<file path="config.mk">
export PLATFORM = sky130hd
export DESIGN_NAME = stereo_wet_dry_output_chain_core
export DESIGN_NICKNAME = d
export VERILOG_FILES = /design/src/rtl/core/swdo_pkg.sv /design/src/rtl/core/swdo_chan.sv /design/src/rtl/core/stereo_wet_dry_output_chain_core.sv
export SDC_FILE = /design/constraint.sdc
export NUM_CORES = 2
export LEC_CHECK = 0
export BUFFER_PORTS_ARGS = -buffer_cell sky130_fd_sc_hd__clkbuf_2
export CAP_MARGIN = 10
export CELL_PAD_IN_SITES_DETAIL_PLACEMENT = 0
export CELL_PAD_IN_SITES_GLOBAL_PLACEMENT = 1
export CORE_UTILIZATION = 41
export CTS_BUF_LIST = sky130_fd_sc_hd__clkbuf_2
export DETAILED_ROUTE_END_ITERATION = 8
export PLACE_DENSITY_LB_ADDON = 0.1
export RECOVER_POWER = 50
export REMOVE_ABC_BUFFERS = 1
export SLEW_MARGIN = 20
export SYNTH_ARGS = -nofsm -noshare
export SYNTH_HDL_FRONTEND = slang
export SYNTH_HIERARCHICAL = 1
export SYNTH_SLANG_ARGS = --single-unit
</file>
<file path="constraint.sdc">
create_clock -name clk -period 10 [get_ports clk]
set_input_delay 0.5 -clock clk [delete_from_list [all_inputs] [get_ports clk]]
set_output_delay 0.5 -clock clk [all_outputs]
set_load 0.02 [all_outputs]
</file>
<file path="src/rtl/core/swdo_pkg.sv">
// Package for the stereo wet/dry output chain: field widths, register
// codes, reset values and the structs passed between top level and lanes.
// No dependencies.
package swdo_pkg;

  // sample and coefficient widths
  localparam int DATA_W   = 24;
  localparam int CFG_W    = 17;
  localparam int POLE_W   = 16;
  localparam int IDX_W    = 2;
  localparam int FRAC_W   = 16;
  localparam int MUL_BITS = 16;

  // shared datapath widths inside a lane
  localparam int ST_W  = 32;          // filter state words
  localparam int MC_W  = ST_W + 1;    // multiplicand, holds a difference of two states
  localparam int ACC_W = 50;          // state * 2^16 + coeff * difference

  localparam int DEF_FADE_LENGTH = 2048;
  localparam int OUT_LIMIT       = 5033164;   // 1.2 in Q2.22

  localparam logic [CFG_W-1:0]  COEF_ONE  = 17'h10000;
  localparam logic [CFG_W-1:0]  MIX_RST   = 17'd0;
  localparam logic [POLE_W-1:0] POLE_RST  = 16'd65208;
  localparam logic [CFG_W-1:0]  COEFF_RST = 17'd55706;

  // register index codes
  localparam logic [IDX_W-1:0] REG_MIX   = 2'd0;
  localparam logic [IDX_W-1:0] REG_POLE  = 2'd1;
  localparam logic [IDX_W-1:0] REG_COEFF = 2'd2;

  typedef struct packed {
    logic [CFG_W-1:0]  mix;
    logic [POLE_W-1:0] pole;
    logic [CFG_W-1:0]  coeff;
  } cfg_t;

  typedef struct packed {
    logic                start;
    logic                fade_on;
    logic [MUL_BITS-1:0] fade_num;
  } ctrl_t;

endpackage

</file>
<file path="src/rtl/core/swdo_chan.sv">
// One channel of the output chain: fade divide, mix, DC blocker and lowpass
// on a shared bit-serial multiply/divide accumulator.
// Depends on swdo_pkg.
module swdo_chan #(
  parameter int FADE_LENGTH = swdo_pkg::DEF_FADE_LENGTH
) (
  input  logic                                clk,
  input  logic                                rst,
  input  swdo_pkg::ctrl_t                     ctrl,
  input  swdo_pkg::cfg_t                      cfg,
  input  logic signed [swdo_pkg::DATA_W-1:0]  dry,
  input  logic signed [swdo_pkg::DATA_W-1:0]  wet,
  output logic signed [swdo_pkg::DATA_W-1:0]  result,
  output logic                                done
);

  localparam int DATA_W = swdo_pkg::DATA_W;
  localparam int ST_W   = swdo_pkg::ST_W;
  localparam int MC_W   = swdo_pkg::MC_W;
  localparam int ACC_W  = swdo_pkg::ACC_W;
  localparam int MB     = swdo_pkg::MUL_BITS;
  localparam int FRAC_W = swdo_pkg::FRAC_W;
  localparam int RND_W  = ACC_W - FRAC_W;
  localparam int QB     = DATA_W - 1;               // quotient bits of the fade divide
  localparam int DW     = $clog2(FADE_LENGTH);      // divide remainder bits
  localparam int CNT_W  = $clog2(QB);
  localparam logic [DW:0]            DIVISOR  = (DW+1)'(FADE_LENGTH);
  localparam logic [CNT_W-1:0]       MUL_LAST = CNT_W'(MB - 1);
  localparam logic [CNT_W-1:0]       DIV_LAST = CNT_W'(QB - 1);
  localparam logic signed [ACC_W-1:0] RND_HALF = ACC_W'(2 ** (FRAC_W - 1));
  localparam logic signed [RND_W-1:0] LIM_HI   = RND_W'(swdo_pkg::OUT_LIMIT);
  localparam logic signed [RND_W-1:0] LIM_LO   = -LIM_HI;

  typedef enum logic [12:0] {
    S_IDLE = 13'h0001,
    S_FMUL = 13'h0002,
    S_FDIV = 13'h0004,
    S_FSEL = 13'h0008,
    S_MIXL = 13'h0010,
    S_MIX  = 13'h0020,
    S_MRND = 13'h0040,
    S_DCL  = 13'h0080,
    S_DC   = 13'h0100,
    S_DRND = 13'h0200,
    S_LPL  = 13'h0400,
    S_LP   = 13'h0800,
    S_LRND = 13'h1000
  } state_t;

  state_t                    state;
  logic [CNT_W-1:0]          cnt;
  logic signed [ACC_W-1:0]   acc;
  logic signed [MC_W-1:0]    mcand;
  logic [MB-1:0]             mplier;
  logic                      wneg;
  logic signed [DATA_W-1:0]  dry_q;
  logic signed [DATA_W-1:0]  w_q;
  logic signed [DATA_W-1:0]  m_q;
  logic signed [DATA_W-1:0]  x1;
  logic signed [ST_W-1:0]    y1;
  logic signed [ST_W-1:0]    lp;

  logic [DATA_W-1:0]         wet_abs;
  logic signed [ACC_W-1:0]   acc_mul;
  logic [DW:0]               rem_t;
  logic                      rem_ge;
  logic [DW:0]               rem_n;
  logic [ACC_W-1:0]          acc_div;
  logic [QB-1:0]             quot;
  logic signed [DATA_W-1:0]  w_sel;
  logic signed [DATA_W:0]    mix_diff;
  logic signed [DATA_W:0]    dc_diff;
  logic signed [ST_W:0]      lp_diff;
  logic signed [ACC_W-1:0]   acc_r;
  logic signed [RND_W-1:0]   rnd;
  logic                      ovf;
  logic signed [ST_W-1:0]    rnd_sat;
  logic signed [DATA_W-1:0]  rnd_clamp;

  assign wet_abs = wet[DATA_W-1] ? (~wet + 1'b1) : wet;

  // one multiplier bit per cycle, MSB first
  assign acc_mul = {acc[ACC_W-2:0], 1'b0}
                 + (mplier[MB-1] ? {{(ACC_W-MC_W){mcand[MC_W-1]}}, mcand} : '0);

  // restoring divide by the fade length, one quotient bit per cycle
  assign rem_t   = {acc[QB+DW-1:QB], acc[QB-1]};
  assign rem_ge  = (rem_t >= DIVISOR);
  assign rem_n   = rem_ge ? (rem_t - DIVISOR) : rem_t;
  assign acc_div = {{(ACC_W-QB-DW){1'b0}}, rem_n[DW-1:0], acc[QB-2:0], rem_ge};

  // faded wet sample, truncated toward zero
  assign quot  = acc[QB-1:0];
  assign w_sel = wneg ? (DATA_W'(0) - {1'b0, quot}) : {1'b0, quot};

  assign mix_diff = {w_q[DATA_W-1], w_q} - {dry_q[DATA_W-1], dry_q};
  assign dc_diff  = {m_q[DATA_W-1], m_q} - {x1[DATA_W-1], x1};
  assign lp_diff  = {y1[ST_W-1], y1} - {lp[ST_W-1], lp};

  // round half up, then saturate to the state range or clamp to the output range
  assign acc_r   = acc + RND_HALF;
  assign rnd     = acc_r[ACC_W-1:FRAC_W];
  assign ovf     = (rnd[RND_W-1:ST_W-1] != '0) && (rnd[RND_W-1:ST_W-1] != '1);
  assign rnd_sat = ovf ? (rnd[RND_W-1] ? {1'b1, {(ST_W-1){1'b0}}}
                                       : {1'b0, {(ST_W-1){1'b1}}})
                       : rnd[ST_W-1:0];

  always_comb begin
    priority if (rnd > LIM_HI) begin
      rnd_clamp = DATA_W'(swdo_pkg::OUT_LIMIT);
    end else if (rnd < LIM_LO) begin
      rnd_clamp = -(DATA_W'(swdo_pkg::OUT_LIMIT));
    end else begin
      rnd_clamp = rnd[DATA_W-1:0];
    end
  end

  // sequencer and filter state
  always_ff @(posedge clk) begin
    if (rst) begin
      state <= S_IDLE;
      cnt   <= '0;
      done  <= 1'b0;
      x1    <= '0;
      y1    <= '0;
      lp    <= '0;
    end else begin
      unique case (state)
        S_IDLE: begin
          if (ctrl.start) begin
            done  <= 1'b0;
            cnt   <= '0;
            state <= ctrl.fade_on ? S_FMUL : S_MIXL;
          end
        end
        S_FMUL: begin
          cnt <= cnt + 1'b1;
          if (cnt == MUL_LAST) begin
            cnt   <= '0;
            state <= S_FDIV;
          end
        end
        S_FDIV: begin
          cnt <= cnt + 1'b1;
          if (cnt == DIV_LAST) begin
            cnt   <= '0;
            state <= S_FSEL;
          end
        end
        S_FSEL: state <= S_MIXL;
        S_MIXL: state <= S_MIX;
        S_MIX: begin
          cnt <= cnt + 1'b1;
          if (cnt == MUL_LAST) begin
            cnt   <= '0;
            state <= S_MRND;
          end
        end
        S_MRND: state <= S_DCL;
        S_DCL: begin
          x1    <= m_q;
          state <= S_DC;
        end
        S_DC: begin
          cnt <= cnt + 1'b1;
          if (cnt == MUL_LAST) begin
            cnt   <= '0;
            state <= S_DRND;
          end
        end
        S_DRND: begin
          y1    <= rnd_sat;
          state <= S_LPL;
        end
        S_LPL: state <= S_LP;
        S_LP: begin
          cnt <= cnt + 1'b1;
          if (cnt == MUL_LAST) begin
            cnt   <= '0;
            state <= S_LRND;
          end
        end
        S_LRND: begin
          lp    <= rnd_sat;
          done  <= 1'b1;
          state <= S_IDLE;
        end
        default: state <= S_IDLE;
      endcase
    end
  end

  // accumulator and operand registers
  always_ff @(posedge clk) begin
    unique case (state)
      S_IDLE: begin
        if (ctrl.start) begin
          dry_q  <= dry;
          w_q    <= wet;
          wneg   <= wet[DATA_W-1];
          acc    <= '0;
          mcand  <= {{(MC_W-DATA_W){1'b0}}, wet_abs};
          mplier <= ctrl.fade_num;
        end
      end
      S_FMUL, S_MIX, S_DC, S_LP: begin
        acc    <= acc_mul;
        mplier <= {mplier[MB-2:0], 1'b0};
      end
      S_FDIV: acc <= acc_div;
      S_FSEL: w_q <= w_sel;
      S_MIXL: begin
        // full wet share needs a seventeenth bit: start from wet, add nothing
        acc    <= cfg.mix[MB] ? {{(ACC_W-DATA_W){w_q[DATA_W-1]}}, w_q}
                              : {{(ACC_W-DATA_W){dry_q[DATA_W-1]}}, dry_q};
        mcand  <= {{(MC_W-DATA_W-1){mix_diff[DATA_W]}}, mix_diff};
        mplier <= cfg.mix[MB] ? '0 : cfg.mix[MB-1:0];
      end
      S_MRND: m_q <= rnd[DATA_W-1:0];
      S_DCL: begin
        acc    <= {{(ACC_W-DATA_W-1){dc_diff[DATA_W]}}, dc_diff};
        mcand  <= {y1[ST_W-1], y1};
        mplier <= cfg.pole;
      end
      S_LPL: begin
        acc    <= cfg.coeff[MB] ? {{(ACC_W-ST_W){y1[ST_W-1]}}, y1}
                                : {{(ACC_W-ST_W){lp[ST_W-1]}}, lp};
        mcand  <= lp_diff;
        mplier <= cfg.coeff[MB] ? '0 : cfg.coeff[MB-1:0];
      end
      S_LRND: result <= rnd_clamp;
      default: ;
    endcase
  end

  // divide remainder stays below the divisor
  a_rem_bound: assert property (@(posedge clk) disable iff (rst)
    state == S_FDIV |-> {1'b0, acc[QB+DW-1:QB]} < DIVISOR)
    else $error("fade divide remainder out of range");

  // a new transaction only starts on an idle lane
  a_start_idle: assert property (@(posedge clk) disable iff (rst)
    ctrl.start |-> state == S_IDLE)
    else $error("start while lane busy");

  // a finished result is only flagged while idle
  a_done_idle: assert property (@(posedge clk) disable iff (rst)
    done |-> state == S_IDLE)
    else $error("done flagged outside idle");

endmodule

</file>
<file path="src/rtl/core/stereo_wet_dry_output_chain_core.sv">
// Top level of the stereo wet/dry output chain: handshakes, configuration
// registers, fade counter and output register around two swdo_chan lanes.
// Depends on swdo_pkg and swdo_chan.
//
//  channel  handshake            payload
//  -------  -------------------  ---------------------------------------------
//  input    in_valid / in_ready  dry_left dry_right wet_left wet_right fade_restart
//  output   out_valid/out_ready  out_left out_right
//  config   cfg_we               cfg_index cfg_data
//
// A transaction runs from accept to the next accept through the bit-serial
// multiply (three products, plus a fourth for the fade) and, while a wet
// fade runs, the fade divide per lane, so a running fade lengthens it.
// Both lanes run side by side on the same schedule.
// Reset is synchronous; it clears the filter state, fade counter and handshake flags and loads the config reset values.
// A result waiting in the output register does not block the next input; only
// a second finished result waits in the lanes until the output is free.
module stereo_wet_dry_output_chain_core #(
  parameter int FADE_LENGTH = swdo_pkg::DEF_FADE_LENGTH
) (
  input  logic                                clk,
  input  logic                                rst,
  input  logic                                in_valid,
  output logic                                in_ready,
  input  logic signed [swdo_pkg::DATA_W-1:0]  dry_left,
  input  logic signed [swdo_pkg::DATA_W-1:0]  dry_right,
  input  logic signed [swdo_pkg::DATA_W-1:0]  wet_left,
  input  logic signed [swdo_pkg::DATA_W-1:0]  wet_right,
  input  logic                                fade_restart,
  output logic                                out_valid,
  input  logic                                out_ready,
  output logic signed [swdo_pkg::DATA_W-1:0]  out_left,
  output logic signed [swdo_pkg::DATA_W-1:0]  out_right,
  input  logic                                cfg_we,
  input  logic [swdo_pkg::IDX_W-1:0]          cfg_index,
  input  logic [swdo_pkg::CFG_W-1:0]          cfg_data
);

  localparam int CW = $clog2(FADE_LENGTH + 1);
  localparam int MB = swdo_pkg::MUL_BITS;
  localparam logic [CW-1:0] FADE_FULL = CW'(FADE_LENGTH);

  swdo_pkg::cfg_t  cfg_q;
  swdo_pkg::ctrl_t ctrl;
  logic [CW-1:0]   fade_count;
  logic [CW-1:0]   fc_eff;
  logic [CW-1:0]   fade_num;
  logic            fade_act;
  logic            busy;
  logic            accept;
  logic            xfer;
  logic            done_l;
  logic            done_r;
  logic signed [swdo_pkg::DATA_W-1:0] res_l;
  logic signed [swdo_pkg::DATA_W-1:0] res_r;

  assign in_ready = !busy;
  assign accept   = in_valid && in_ready;
  assign xfer     = busy && done_l && (!out_valid || out_ready);

  // fade ramp: restart reloads the counter before this sample
  assign fc_eff   = fade_restart ? FADE_FULL : fade_count;
  assign fade_act = (fc_eff != '0);
  assign fade_num = FADE_FULL - fc_eff;

  assign ctrl.start    = accept;
  assign ctrl.fade_on  = fade_act;
  assign ctrl.fade_num = {{(MB-CW){1'b0}}, fade_num};

  swdo_chan #(.FADE_LENGTH(FADE_LENGTH)) u_left (
    .clk    (clk),
    .rst    (rst),
    .ctrl   (ctrl),
    .cfg    (cfg_q),
    .dry    (dry_left),
    .wet    (wet_left),
    .result (res_l),
    .done   (done_l)
  );

  swdo_chan #(.FADE_LENGTH(FADE_LENGTH)) u_right (
    .clk    (clk),
    .rst    (rst),
    .ctrl   (ctrl),
    .cfg    (cfg_q),
    .dry    (dry_right),
    .wet    (wet_right),
    .result (res_r),
    .done   (done_r)
  );

  // configuration writes, unity clipped on the Q1.16 gains
  always_ff @(posedge clk) begin
    if (rst) begin
      cfg_q.mix   <= swdo_pkg::MIX_RST;
      cfg_q.pole  <= swdo_pkg::POLE_RST;
      cfg_q.coeff <= swdo_pkg::COEFF_RST;
    end else if (cfg_we) begin
      unique case (cfg_index)
        swdo_pkg::REG_MIX:
          cfg_q.mix <= (cfg_data > swdo_pkg::COEF_ONE) ? swdo_pkg::COEF_ONE : cfg_data;
        swdo_pkg::REG_POLE:
          cfg_q.pole <= cfg_data[swdo_pkg::POLE_W-1:0];
        swdo_pkg::REG_COEFF:
          cfg_q.coeff <= (cfg_data > swdo_pkg::COEF_ONE) ? swdo_pkg::COEF_ONE : cfg_data;
        default: ;
      endcase
    end
  end

  // transaction control and fade counter
  always_ff @(posedge clk) begin
    if (rst) begin
      busy       <= 1'b0;
      out_valid  <= 1'b0;
      fade_count <= '0;
    end else begin
      if (accept) begin
        busy       <= 1'b1;
        fade_count <= fade_act ? (fc_eff - 1'b1) : '0;
      end
      if (xfer) begin
        busy <= 1'b0;
      end
      if (xfer) begin
        out_valid <= 1'b1;
      end else if (out_ready) begin
        out_valid <= 1'b0;
      end
    end
  end

  // output register
  always_ff @(posedge clk) begin
    if (xfer) begin
      out_left  <= res_l;
      out_right <= res_r;
    end
  end

  // both lanes keep the same schedule
  a_lanes_lockstep: assert property (@(posedge clk) disable iff (rst)
    done_l == done_r)
    else $error("lanes out of step");

  a_fade_bound: assert property (@(posedge clk) disable iff (rst)
    fade_count <= FADE_FULL)
    else $error("fade counter above fade length");

  a_gain_bound: assert property (@(posedge clk) disable iff (rst)
    cfg_q.mix <= swdo_pkg::COEF_ONE && cfg_q.coeff <= swdo_pkg::COEF_ONE)
    else $error("gain register above unity");

endmodule

</file>
==> flow_summary_export.csv <==
group,metric,value,unit
die,dieHeight,347,µm
placed_design,gp_congestion,0.940,
clock_tree,post_cts_resized,0,
timing,setup_viol,0,
drt,drc,0,
drt,viasPerCell,5.93,
worst_hold_path,hold_class,"in -> reg",
critical_path,startpoint_type,"flip-flop",
yosys,syn-instance-count,5523,
finish,multiInputGateArea,0.0277,mm²
finish,nets,6338,
critical_path,required,11360,ps
timing,final-hold-violation-count,0,
power,power_frac_clock,30.1,%
run,max_cap_violations,19,
power,peakVddDrop,119,µV
finish,fillCellCount,11573,
power,swShare,36.6,%
timing,tns,0,ps
global_route,grt_pass1_wl,269000,µm
clock_tree,clkLatencyLatePin,1630,ps
power,cell_internal_pwr,5.11,mW
timing,finClkSkew,103,ps
critical_path,slowest_stage,"clkbuf_1",
run_status,status,"complete, but fails checks",
clock_tree,cts_buffers,206,
global_route,grt_start_max_net_pins,167,
clock_tree,clock_path_buffers,3,
critical_path,worst_ep_arrival_time,7040,ps
timing,relSlewSlack,-191,%
critical_path,crit_buf_inv,1,
finish,area_delta_synth_final,14.5,%
clock_tree,clk_pin_slew,100,ps
timing,finalCriticalPeriod,5680,ps
die,core_area,0.118,mm²
drt,dr.pass1.iters,8,
timing,final_max_slew_viol_count,721,
drt,postRouteAntennaNets,0,
timing,rsz0062_at_grt,"false",
drt,avgRoutedWirePerCell,23.4,µm
clock_tree,cts_tree,"done",
finish,final_cell_mix,"560 x nand2_1, 443 x clkbuf_2, 440 x edfxtp_1, 406 x a21oi_1, 384 x o21ai_0",
global_route,overflow,0,
critical_path,worst-path-stages,7,
yosys,syn_avg_cell_area,8.85,µm²
placed_design,portBuffers,170,
critical_path,r2r_cells,7,
finish,layout_commonest_cell,"nand2_1",
yosys,netlist_area,0.0489,mm²
power,p_per_area,144,mW/mm²
die,initial_core_util,41.4,%
power,p_leak,20.9,nW
power,switching_power,2.95,mW
die,die_area,0.121,mm²
drt,num_vias,45606,
drt,drt-total-wl,180000,µm
timing,fmax,176,MHz
critical_path,critPathTopFamily,"buffers and inverters",
drt,drt-initial-drc-count,4453,
worst_hold_path,min_path_cells,8,
finish,layout-drive-gt1-share,10.3,%
critical_path,crit_chain,"or3_1 -> nor4_1 -> nand3_1 -> nor3b_1 -> clkbuf_1 -> mux2i_1 -> nor2_1",
critical_path,slowest_delay,3070,ps
placed_design,hpwl,125000,µm
clock_tree,clkSinkCount,717,
yosys,yosysWarnings,6,
global_route,grt_usage,29.0,%
die,die_x,347,µm
run_status,violations,"capacitance limit, slew limit",
global_route,grt_antenna_before_repair,13,
die,num_rows,126,
clock_tree,h-tree-depth,4,
die,ios,171,
timing,whs,248,ps
power,pwr-share-comb,25.1,%
finish,regArea,0.0188,mm²
clock_tree,cts_root_buf,"clkbuf_2",
timing,tightest_slew,4360,ps
critical_path,path_class,"reg -> reg",
power,sequentialPowerShare,44.8,%
critical_path,cp-end-kind,"flip-flop",
clock_tree,post-cts-setup-buffer-count,0,
timing,fin_crit_sh,56.8,%
critical_path,crit_fanout,82,
power,total_power,8.05,mW
global_route,grt_pass1_vias,42943,
[layer usage]
metal | vias up | part of all wire [%] | track usage (%) | routed length, µm
met5 | - | 0.034 | 0 | 62
met4 | 10 | 1.8 | 7.81 | 3230
met3 | 250 | 6.8 | 4.73 | 12300
met2 | 1678 | 45 | 44.6 | 80200
met1 | 22087 | 47 | 41.8 | 84100
li1 | 21581 | - | - | -
[path summary, 6_finish.rpt]
kind                           end         startpoint  slack (ps)
setup / recovery    u_right/lp[29]   u_right/state[1]        4320
hold / removal    u_right/mcand[1]       wet_right[0]         250
setup reg to reg    u_right/lp[29]   u_right/state[1]        4320
hold reg to reg       out_left[13]  u_left/result[13]         420
[power groups by stage]
stage	Combinational, mW	Sequential, mW	Clock [mW]
global placement	1.88	3.67	0
floorplan	1.24	3.59	0
finish	2.02	3.61	2.42
CTS	2.00	3.60	2.52
detailed placement	1.89	3.67	0
global route	2.18	3.63	2.66
[through the flow]
| stage | utilization, % | worst slack (ps) | instances | area, µm² |
|---|---|---|---|---|
| finish | 47.4 | 4320 | 7694 | 56000 |
| global route | 47.4 | 3880 | 7691 | 56000 |
| CTS | 47.6 | 5510 | 7683 | 56200 |
| detailed placement | 43.1 | 5560 | 6971 | 50900 |
| global placement | 43.1 | 5480 | 6971 | 50900 |
| floorplan | - | 2750 | 5204 | 47500 |
[area by class of cell]
cell class              instances  area share (%)
clock buffers                 327            2.92
well taps                    1536            3.43
repair buffers                557            7.92
clock inverters                59           0.695
inverters                     285            1.91
diodes                         11          0.0492
flip-flops and latches        717            33.5
multi-input cells            4202            49.5
[registers in the layout (all words and copies together), names as in the netlist, 32 cells and up]
name           count
u_left/acc        50
cfg_q             50
u_right/acc       50
u_right/y1        32
u_left/y1         32
u_right/lp        32
u_right/mcand     33
u_left/lp         32
u_left/mcand      33
[worst register-to-register path, delay by kind of cell, from the launching register on]
| kind | cells | cell delay [ps] |
|---|---|---|
| buffers and inverters | 1 | 3070 |
| multiplexers | 1 | 470 |
| AND/OR/NAND/NOR | 5 | 1500 |
| flip-flops | 1 | 380 |
[repair_timing]
action,4_1_cts,5_1_grt
hold buffers,326,0
setup endpoints to repair,0,0
hold endpoints to repair,484,0
Power figures use the tool's default switching activity.
